File: config.mk
export PLATFORM = sky130hd
export DESIGN_NAME = pitb_queue
export DESIGN_NICKNAME = d
export VERILOG_FILES = /design/src/sv/pitb_pkg.sv /design/src/sv/pitb_queue.sv
export SDC_FILE = /design/constraint.sdc
export NUM_CORES = 1
export LEC_CHECK = 0
export BUFFER_PORTS_ARGS = -buffer_cell sky130_fd_sc_hd__buf_4
export CAP_MARGIN = 0
export CORE_MARGIN = 3
export CORE_UTILIZATION = 39
export CTS_CLUSTER_DIAMETER = 80
export DETAILED_ROUTE_END_ITERATION = 12
export MAX_ROUTING_LAYER = met4
export RECOVER_POWER = 100
export SKIP_LAST_GASP = 1
export SYNTH_ARGS = -nofsm -noshare
export SYNTH_HDL_FRONTEND = slang
export SYNTH_SLANG_ARGS = --single-unit
File: constraint.sdc
create_clock -name i_clk -period 3.2 [get_ports i_clk]
set_clock_uncertainty 0.1 [all_clocks]
set_input_delay 0.64 -clock i_clk [delete_from_list [all_inputs] [get_ports i_clk]]
set_output_delay 0.64 -clock i_clk [all_outputs]
set_load 0.02 [all_outputs]
File: src/sv/pitb_pkg.sv
// ----------------------------------------------------------------------------
// pitb_pkg
// Shared constants, types and pair helpers for the barycentric triangle test.
// ----------------------------------------------------------------------------
package pitb_pkg;

    localparam int unsigned IN_W       = 16;
    localparam int unsigned N_FIELDS   = 12;
    localparam int unsigned IN_DATA_W  = IN_W * N_FIELDS;
    localparam int unsigned TOL_W      = 16;
    localparam int unsigned OUT_W      = 24;
    localparam int unsigned OUT_DATA_W = 80;
    localparam int unsigned QB         = 47;
    localparam int unsigned N_AXIS     = 3;
    localparam int unsigned Q_DEPTH    = 4;
    localparam int unsigned Q_PTR_W    = 2;

    typedef enum logic [1:0] {
        PAIR_XY = 2'd0,
        PAIR_XZ = 2'd1,
        PAIR_YZ = 2'd2
    } t_pair;

    typedef struct packed {
        logic full;
        logic empty;
    } t_q_stat;

    function automatic logic [1:0] pair_i(input t_pair p);
        logic [1:0] r;
        case (p)
            PAIR_XY: r = 2'd0;
            PAIR_XZ: r = 2'd0;
            PAIR_YZ: r = 2'd1;
            default: r = 2'd0;
        endcase
        return r;
    endfunction

    function automatic logic [1:0] pair_j(input t_pair p);
        logic [1:0] r;
        case (p)
            PAIR_XY: r = 2'd1;
            PAIR_XZ: r = 2'd2;
            PAIR_YZ: r = 2'd2;
            default: r = 2'd1;
        endcase
        return r;
    endfunction

endpackage

File: src/sv/pitb_queue.sv
// ----------------------------------------------------------------------------
// pitb_queue
// Small FIFO that decouples the classify front from the divide back.
// ----------------------------------------------------------------------------
module pitb_queue import pitb_pkg::*; #(
    parameter int EW = 57
) (
    input  logic          i_clk,
    input  logic          i_rst_n,
    input  logic          i_push,
    input  logic [EW-1:0] i_data,
    input  logic          i_pop,
    output logic [EW-1:0] o_data,
    output t_q_stat       o_stat
);

    logic [EW-1:0]      r_mem [Q_DEPTH];
    logic [Q_PTR_W-1:0] r_wp;
    logic [Q_PTR_W-1:0] r_rp;
    logic [Q_PTR_W:0]   r_cnt;

    always_ff @(posedge i_clk) begin
        if (i_push) begin
            r_mem[r_wp] <= i_data;
        end
    end

    always_ff @(posedge i_clk) begin
        if (!i_rst_n) begin
            r_wp  <= '0;
            r_rp  <= '0;
            r_cnt <= '0;
        end else begin
            if (i_push) begin
                r_wp <= r_wp + 1'b1;
            end
            if (i_pop) begin
                r_rp <= r_rp + 1'b1;
            end
            if (i_push && !i_pop) begin
                r_cnt <= r_cnt + 1'b1;
            end else if (i_pop && !i_push) begin
                r_cnt <= r_cnt - 1'b1;
            end
        end
    end

    assign o_data       = r_mem[r_rp];
    assign o_stat.full  = (r_cnt == (Q_PTR_W+1)'(Q_DEPTH));
    assign o_stat.empty = (r_cnt == '0);

endmodule

### Word-level counts from Yosys, hierarchy flattened

Memories as Yosys holds them, arrays and structs flattened. A register that Yosys moved wholly into a read port is not among the register bits.
Index checks and enable logic that the tools add are counted.
W data, S select, Z words.

| storage, ports and cells | value |
|---|---|
| bits in registers | 7 |
| bits in writable memories | 228 |
| input bits | 61 |
| output and inout bits | 59 |
| word-level logic and storage cells | 21 |
| memories kept | 1 |

Memories:

| name | depth | width | rd ports | clocked after memory_dff | wr ports | RTL line | RTL |
|---|---|---|---|---|---|---|---|
| r_mem | 4 | 57 | 1 | 1 | 1 | pitb_queue.sv:17 | `logic [EW-1:0] r_mem [Q_DEPTH];` |

| operators by class | value |
|---|---|
| $add $sub $neg | 4 |
| equal/unequal tests | 1 |
| muxes and demuxes | 6 |
| reduce and logical (&&, ||, !) cells | 6 |

Operators with widths:

| cell | number |
|---|---|
| $mux W3 | 2 |
| $add A2 B1 Y2 const B | 2 |
| $mux W2 | 2 |
| $add A3 B1 Y3 const B | 1 |
| $eq A3 B3 Y1 const B | 1 |
| $logic_not A3 Y1 | 1 |
| $sub A3 B1 Y3 const B | 1 |
| $logic_and A1 B1 Y1 | 2 |
| $logic_not A1 Y1 | 2 |
| $mux W1 | 2 |
| $reduce_bool A2 Y1 | 1 |

### Depth between registers and ports, before layout

Gate-level depths: netlist of the first run.

| logic depth | value |
|---|---|
| word-level depth | 4 |
| mapped depth | 7 |
| gate-level depth less buffers | 7 |

### Worst setup path before layout of the first run

Ideal clock, no wire load.

| timing | value |
|---|---|
| kind | input-to-reg |
| from | in i_push |
| to | mem r_mem[0][0], enable pin |
| arrival time | 1.990 ns |
| slack | 0.689 ns |
| stages on the path | 1 |
| buffers on the path | 0 |
| cell sequence | and2_1 |

| between the ends | value |
|---|---|
| word-level cells in the longest chain between the ends | 2 |

Ends and longest elaborated chain:

| element | RTL line | RTL |
|---|---|---|
| start: declaration | pitb_queue.sv:10 | `input logic i_push,` |
| $mux W1 | pitb_queue.sv:23 | `if (i_push) begin` |
| $mux W1 (implied by the code) | pitb_queue.sv:24 | `r_mem[r_wp] <= i_data;` |
| end: declaration | pitb_queue.sv:17 |  |

No other way between the ends.

==> out/results.txt, run 1 <==
I/O Buffers: 119
H-tree depth: 1
Post-Layout Cell Count: 772
CTS Buffer Depth: 3
CP Class: reg -> out
Worst skew pair latency: 490 ps
Max-slew violation count: 88
Global route overflow: 0
Status: complete, but fails checks
Area share of the largest cell type after synthesis: 79.0%
Synth area leaders: edfxtp_1 (79%), mux4_2 (15%), dfxtp_1 (2.1%)
Worst EP required: 2460 ps
Dpl hpwl: 9.82 mm
First-pass GRT wire length: 24.8 mm
Distinct cells, synth: 21
Clock root buffer: clkbuf_16
Hold_buf cts: 0
Iter 0 DRT Violations: 201
Setup_tns: 0 ps
ANT nets after route: 0
Max-slew headroom: -14.4%
Syn-to-layout area delta: 19.2%
Register area share after synthesis: 81.1%
Max-Cap Viols: 3
Crit path max fanout: 33
Violated checks: max-capacitance violations, max-slew violations
Dpl cells: 729
Via count: 3873
Worst min path class: in -> reg
Die area: 0.0240 mm2
Final WS setup: 222 ps
Clock transition at path regs: 60 ps
Static leakage: 3.27 nW
Largest net degree at the start of global routing: 34
Cell Area, Synth: 0.00866 mm2
GPL Wtd Cong: 0.665
PD cells: 688 mW/mm2
Critical Path End Type: primary output
Die H: 155 um
Die W: 155 um
CP arrival: 2240 ps
Warnings, synthesis: 0
Startpoint Class: flop
Hold Fails Final Rpt: 0
DRC: 0
Post-DR vias/cell: 5.02
Fmax: 336 MHz
Worst r2r path cells: 4
Syn Area/Cell: 25.5 um2
Final critical-path share of the clock period: 93.0%
Final WL: 16.3 mm
Row cnt: 53
Initial Util: 40.4%
Synth Net Count: 407
CORE AREA: 0.0214 mm2
VDD IR max: 0.305 mV
#FFs+latches synth: 237
CTS sink count: 237
Power, Total: 7.11 mW
NumNets Final: 548
Layout cells sized above 1: 25.6%
Vias in the first global route: 4209
DRT Pass-1 Iters: 4
I/O pins: 120
Cts repair resizes: 0
Num CTS Buffers: 25
CTS tree: done
RSZ-0062 raised after global routing: false
Hold WS: 302 ps
Wire length per cell: 21.2 um
Largest area contributor in the netlist: edfxtp_1
Setup bufs post-CTS: 0
Post-Synthesis Cells: 340
Initial antenna violation count: 1
Worst-Margin Slew: 1720 ps
Worst hold path cell count: 1
Pre-CTS WS: 755 ps
GRT Overall Usage: 13.8%
Final setup viols: 0
Post-layout min period: 2980 ps
[placed cells by master, fill, tap and decap left out, types with 2 or more instances in the layout]
| cell type | count |
|---|---|
| and2_0 | 4 |
| ha_1 | 5 |
| dfxtp_1 | 7 |
| clkbuf_1 | 97 |
| clkinv_2 | 3 |
| and2_1 | 5 |
| xnor2_1 | 2 |
| buf_4 | 7 |
| xor2_1 | 3 |
| mux2i_1 | 2 |
| buf_12 | 5 |
| inv_1 | 4 |
| clkbuf_16 | 25 |
| clkbuf_2 | 20 |
| edfxtp_1 | 228 |
| clkinv_1 | 3 |
| mux4_2 | 57 |
| bufinv_16 | 3 |
| nor2b_1 | 2 |
[worst max-delay path, stage by stage, from the launching register on]
cell      delay, ps
dfxtp_2         860
buf_12          320
mux4_2          380
clkbuf_2        180
[stage by stage]
stage               util (%)  area (um2)
floorplan                  -        8660
global placement        46.6        9970
detailed placement      46.6        9970
CTS                     50.2       10800
global route            48.2       10300
finish                  48.2       10300
[Yosys cell counts, drive strengths merged]
cell type and n:
dfxtp 9, a21boi 1, fa 1, nor3b 1
clkbuf 2, buf 10, or3 1, edfxtp 228
and2 9, inv 4, xor2 3, nor2b 2
ha 5, mux4 57, o21ai 1, xnor2 2
mux2i 2, nand2 1, nor3 1
[routing by layer]
| metal | global-route usage (%) | part of all wire (%) |
|---|---|---|
| met1 | 18.6 | 44 |
| met2 | 21.5 | 47 |
| met3 | 3.76 | 7.6 |
| met4 | 3.07 | 1.3 |
| met5 | - | 0 |
[kinds of logic (layout without fill, tap and decap cells)]
| family | after synthesis | in the layout | share of synthesized area, % |
|---|---|---|---|
| buf+inv | 16 | 172 | 1.18 |
| compound gates | 2 | 2 | 0.144 |
| mux | 59 | 59 | 15.0 |
| fa+ha+maj | 6 | 6 | 0.953 |
| xor+xnor | 5 | 5 | 0.506 |
| other cells | 0 | 1 | 0 |
| simple gates | 15 | 15 | 1.05 |
| flops | 237 | 237 | 81.1 |
[flip-flops by register name, indices dropped and copies added (netlist names), named ones only]
signal  cells
r_mem     228
r_cnt       3
r_rp        2
r_wp        2
[worst paths after layout]
kind	slack, ps	start	end
hold / removal	300	i_data[13]	r_mem[2][13]$_DFFE_PP_
setup reg to reg	360	r_wp[0]$_SDFFE_PN0P_	r_mem[2][45]$_DFFE_PP_
hold reg to reg	430	r_cnt[2]$_SDFFE_PN0P_	r_cnt[2]$_SDFFE_PN0P_
setup / recovery	220	flop	o_data[16]
[where the power goes]
group | total (mW) | switching (mW) | internal, mW | leakage [nW]
clock network | 2.76 | 1.09 | 1.67 | 0.382
registers | 3.63 | 0.0653 | 3.57 | 2.17
logic | 0.716 | 0.429 | 0.287 | 0.716
total | 7.11 | 1.59 | 5.52 | 3.27
[final cells by class]
class                      instances  area [um2]
inverter                           4        15.0
sequential                       237        7030
clock inverter                    12         141
clock buffer                      30         644
timing repair buffer             126         617
fill                            1797       11100
antenna                            1        2.50
multi-input combinational         87        1530
tap                              275         344
Power figures use the tool's default switching activity.
==> run 2, diff against run 1 <==
- ABC_AREA: not set -> 1
- TNS_END_PERCENT: not set -> 20
==> run 2 against run 1 <==
Compared with the run above: the flow still finishes with violations (max-capacitance violations, max-slew violations); sequential cell count unchanged; largest cell class unchanged; register-to-register slack better by 250 ps; sequential power about the same; design area up 1.5%; highest routed layer unchanged; maximum frequency up 0.64%.
==> out/results.txt, run 2 <==
DRC: 0 (unchanged)
Prevailing post-synth register cell: edfxtp_1
Regs by FF count: r_mem: 228 flops, r_cnt: 3 flops
Worst-Margin Slew: 1750 ps (+36.9 ps)
Final WL: 19.5 mm (+19%)
Reg-to-reg startpoint: r_wp[0]$_SDFFE_PN0P_
Fmax: 338 MHz (+0.64%)
Max-Cap Viols: 3 (unchanged)
Worst hold path cell count: 1 (unchanged)
DRT Pass-1 Iters: 5 (+1)
Most used routing layer: met2
Cell Area, Synth: 0.00886 mm2 (+2.3%)
Critical path's largest stage delay: 480 ps (-380 ps)
CTS sink count: 237 (unchanged)
Final WS setup: 241 ps (+19.0 ps)
Pre-CTS WS: 821 ps (+65.3 ps)
Clock transition at path regs: 60 ps (about the same)
R2R Path End: r_mem[2][13]$_DFFE_PP_
CORE AREA: 0.0221 mm2 (+3.1%)
Layout cells sized above 1: 9.88% (-16 points)
Wire length per cell: 18.9 um (-11%)
Max-slew headroom: -16.9% (-2.5 points)
Die area: 0.0246 mm2 (+2.2%)
Most numerous cell in the Yosys netlist: edfxtp_1
Vias in the first global route: 5591 (+33%)
Met1 GRT Util: 21.9% (+3.3 points)
Violated checks: max-capacitance violations, max-slew violations
Worst min path class: in -> reg
PD cells: 696 mW/mm2 (+1.1%)
Worst skew pair latency: 500 ps (about the same)
H-tree depth: 1 (unchanged)
Post-DR vias/cell: 5.22 (+4.0%)
Static leakage: 3.46 nW (+6.1%)
Max-slew violation count: 174 (+98%)
ANT nets after route: 0 (unchanged)
Worst Hold End: r_mem[0][4]$_DFFE_PP_
Cts repair resizes: 0 (unchanged)
Largest net degree at the start of global routing: 65 (+91%)
Global route overflow: 0 (unchanged)
Power, Total: 7.30 mW (+2.7%)
Crit path max fanout: 50 (+52%)
Most frequent cells in the layout: edfxtp_1 (228), nor2_1 (119), o21ai_0 (114)
Status: complete, but fails checks
Dpl hpwl: 11.1 mm (+13%)
Setup bufs post-CTS: 0 (unchanged)
Commonest non-fill, non-tap cell in the layout: edfxtp_1
Syn-to-layout area delta: 18.3%
CP Class: reg -> out
Post-Synthesis Cells: 609 (+79%)
VDD IR max: 0.274 mV (-10%)
Final critical-path share of the clock period: 92.5% (-0.59 points)
Synth area leaders: edfxtp_1 (77%), o21ai_0 (6.3%), nor2_1 (5.0%)
CP arrival: 2220 ps (-20 ps)
Gate power share: 9.1% (-1.0 points)
Max reg flops: 228 (unchanged)
Synth Net Count: 676 (+66%)
Syn Area/Cell: 14.6 um2 (-43%)
#FFs+latches synth: 237 (unchanged)
Startpoint Class: flop
Distinct cells, synth: 19 (-9.5%)
Setup_tns: 0 ps (unchanged)
RSZ-0062 raised after global routing: false
CP top delay family: buffers and inverters
First-pass GRT wire length: 30.3 mm (+22%)
Area share of the largest cell type after synthesis: 77.3% (-1.8 points)
Largest register by flop count: r_mem
Final setup viols: 0 (unchanged)
I/O pins: 120 (unchanged)
FFs w/ async S/R, synth: 0% (unchanged)
Grt met3 use: 3.26% (-0.49 points)
I/O Buffers: 119 (unchanged)
Hold_sp: i_data[4]
Iter 0 DRT Violations: 376 (+87%)
Largest area contributor in the netlist: edfxtp_1
Synth cell count leaders: edfxtp_1 (228), nor2_1 (119), o21ai_0 (112), o22ai_1 (57), clkbuf_1 (17)
Via count: 5372 (+39%)
Internal power: 5.62 mW (+1.7%)
Worst path cell trace: clkinv_2, clkbuf_4, o21ai_0, o22ai_1, clkbuf_2
M2 GR Usage: 25.8% (+4.2 points)
Hold_buf cts: 0 (unchanged)
Critical Path End Type: primary output
Initial Util: 40.1% (-0.33 points)
CP Buf/Inv Count: 3 (+1)
GPL Wtd Cong: 0.752 (+13%)
CTS Buffer Depth: 3 (unchanged)
Clock root buffer: clkbuf_16
Die H: 157 um (+1.1%)
Die W: 157 um (+1.1%)
Slowest stage cell, crit path: clkbuf_4
Worst EP required: 2460 ps (about the same)
Sequential group share of total power: 49.3% (-1.8 points)
CTS tree: done
Num CTS Buffers: 25 (unchanged)
Register area share after synthesis: 79.3% (-1.8 points)
Row cnt: 54 (+1.9%)
Post-layout min period: 2960 ps (-19.0 ps)
Worst r2r path cells: 5 (+1)
Clk pwr share: 41.6% (+2.7 points)
EDFF count, synth: 228 (unchanged)
Warnings, synthesis: 0 (unchanged)
Psw: 1.68 mW (+6.1%)
Hold Fails Final Rpt: 0 (unchanged)
R2r setup slk: 610 ps (+250 ps)
Switching Share: 23.1% (+0.75 points)
GRT Overall Usage: 16.2% (+2.3 points)
Initial antenna violation count: 1 (unchanged)
NumNets Final: 798 (+46%)
## run 2: cell count changes after synthesis, moves of 8 or more
cell / delta
o22ai_1: +57
nor2_1: +119
and2_1: -9
inv_1: +11
nand2_1: +8
clkbuf_1: +15
o21ai_0: +111
o21ai_1: +8
mux4_2: -57
## run 2: layer usage
metal	part of all wire [%]	wire length, um
met1	45	8740
met2	47	9170
met3	6.7	1310
met4	1.2	236
met5	0	0
## run 2: kinds of logic after synthesis
family	share of synthesized area (%)
and+or+nand+nor	5.66
adders and majority gates	0.932
buffers and inverters	3.09
AOI/OAI and AO/OA	11.0
DFF	79.3
## run 2: worst max path at each step
| stage | endpoint | slack (ps) | depth (start not counted) |
|---|---|---|---|
| floorplan | r_mem[0][0]$_DFFE_PP_ | 900 | 2 |
| global placement | o_data[15] | 870 | 4 |
| detailed placement | o_data[37] | 820 | 4 |
| CTS | o_data[37] | 270 | 4 |
| global route | o_data[8] | 70 | 5 |
| finish | o_data[1] | 240 | 5 |
## run 2: stage by stage
| stage | std cells | instance area, um2 | hold WS, ps | utilization (%) |
|---|---|---|---|---|
| floorplan | 609 | 8860 | 312 | - |
| global placement | 984 | 10100 | 323 | 45.5 |
| detailed placement | 984 | 10100 | 327 | 45.5 |
| CTS | 1029 | 10900 | 209 | 49.5 |
| global route | 1030 | 10500 | 275 | 47.5 |
| finish | 1030 | 10500 | 286 | 47.5 |
## run 2: power groups by stage
stage          combinational (mW)  sequential [mW]  clock [mW]
6_report                    0.663             3.60        3.04
5_1_grt                     0.736             3.61        3.24
4_1_cts                     0.788             3.59        3.10
3_5_place_dp                0.786             3.66           0
3_3_place_gp                0.766             3.65           0
2_1_floorplan               0.427             3.64           0
## run 2: layout make-up
type,count,area (um2)
fill,1946,11600
inverter,17,65.1
clock buffer,30,664
tap,280,350
clock inverter,15,215
timing repair buffer,131,597
sequential,237,7030
antenna,1,2.50
multi-input combinational,319,1560
## run 2: worst register-to-register path, delay by kind of cell (launching register included)
kind,cells,cell delay [ps]
buffers and inverters,3,1580
adder cells (fa/ha/maj),1,160
flip-flops,1,330
AND/OR/NAND/NOR,1,50
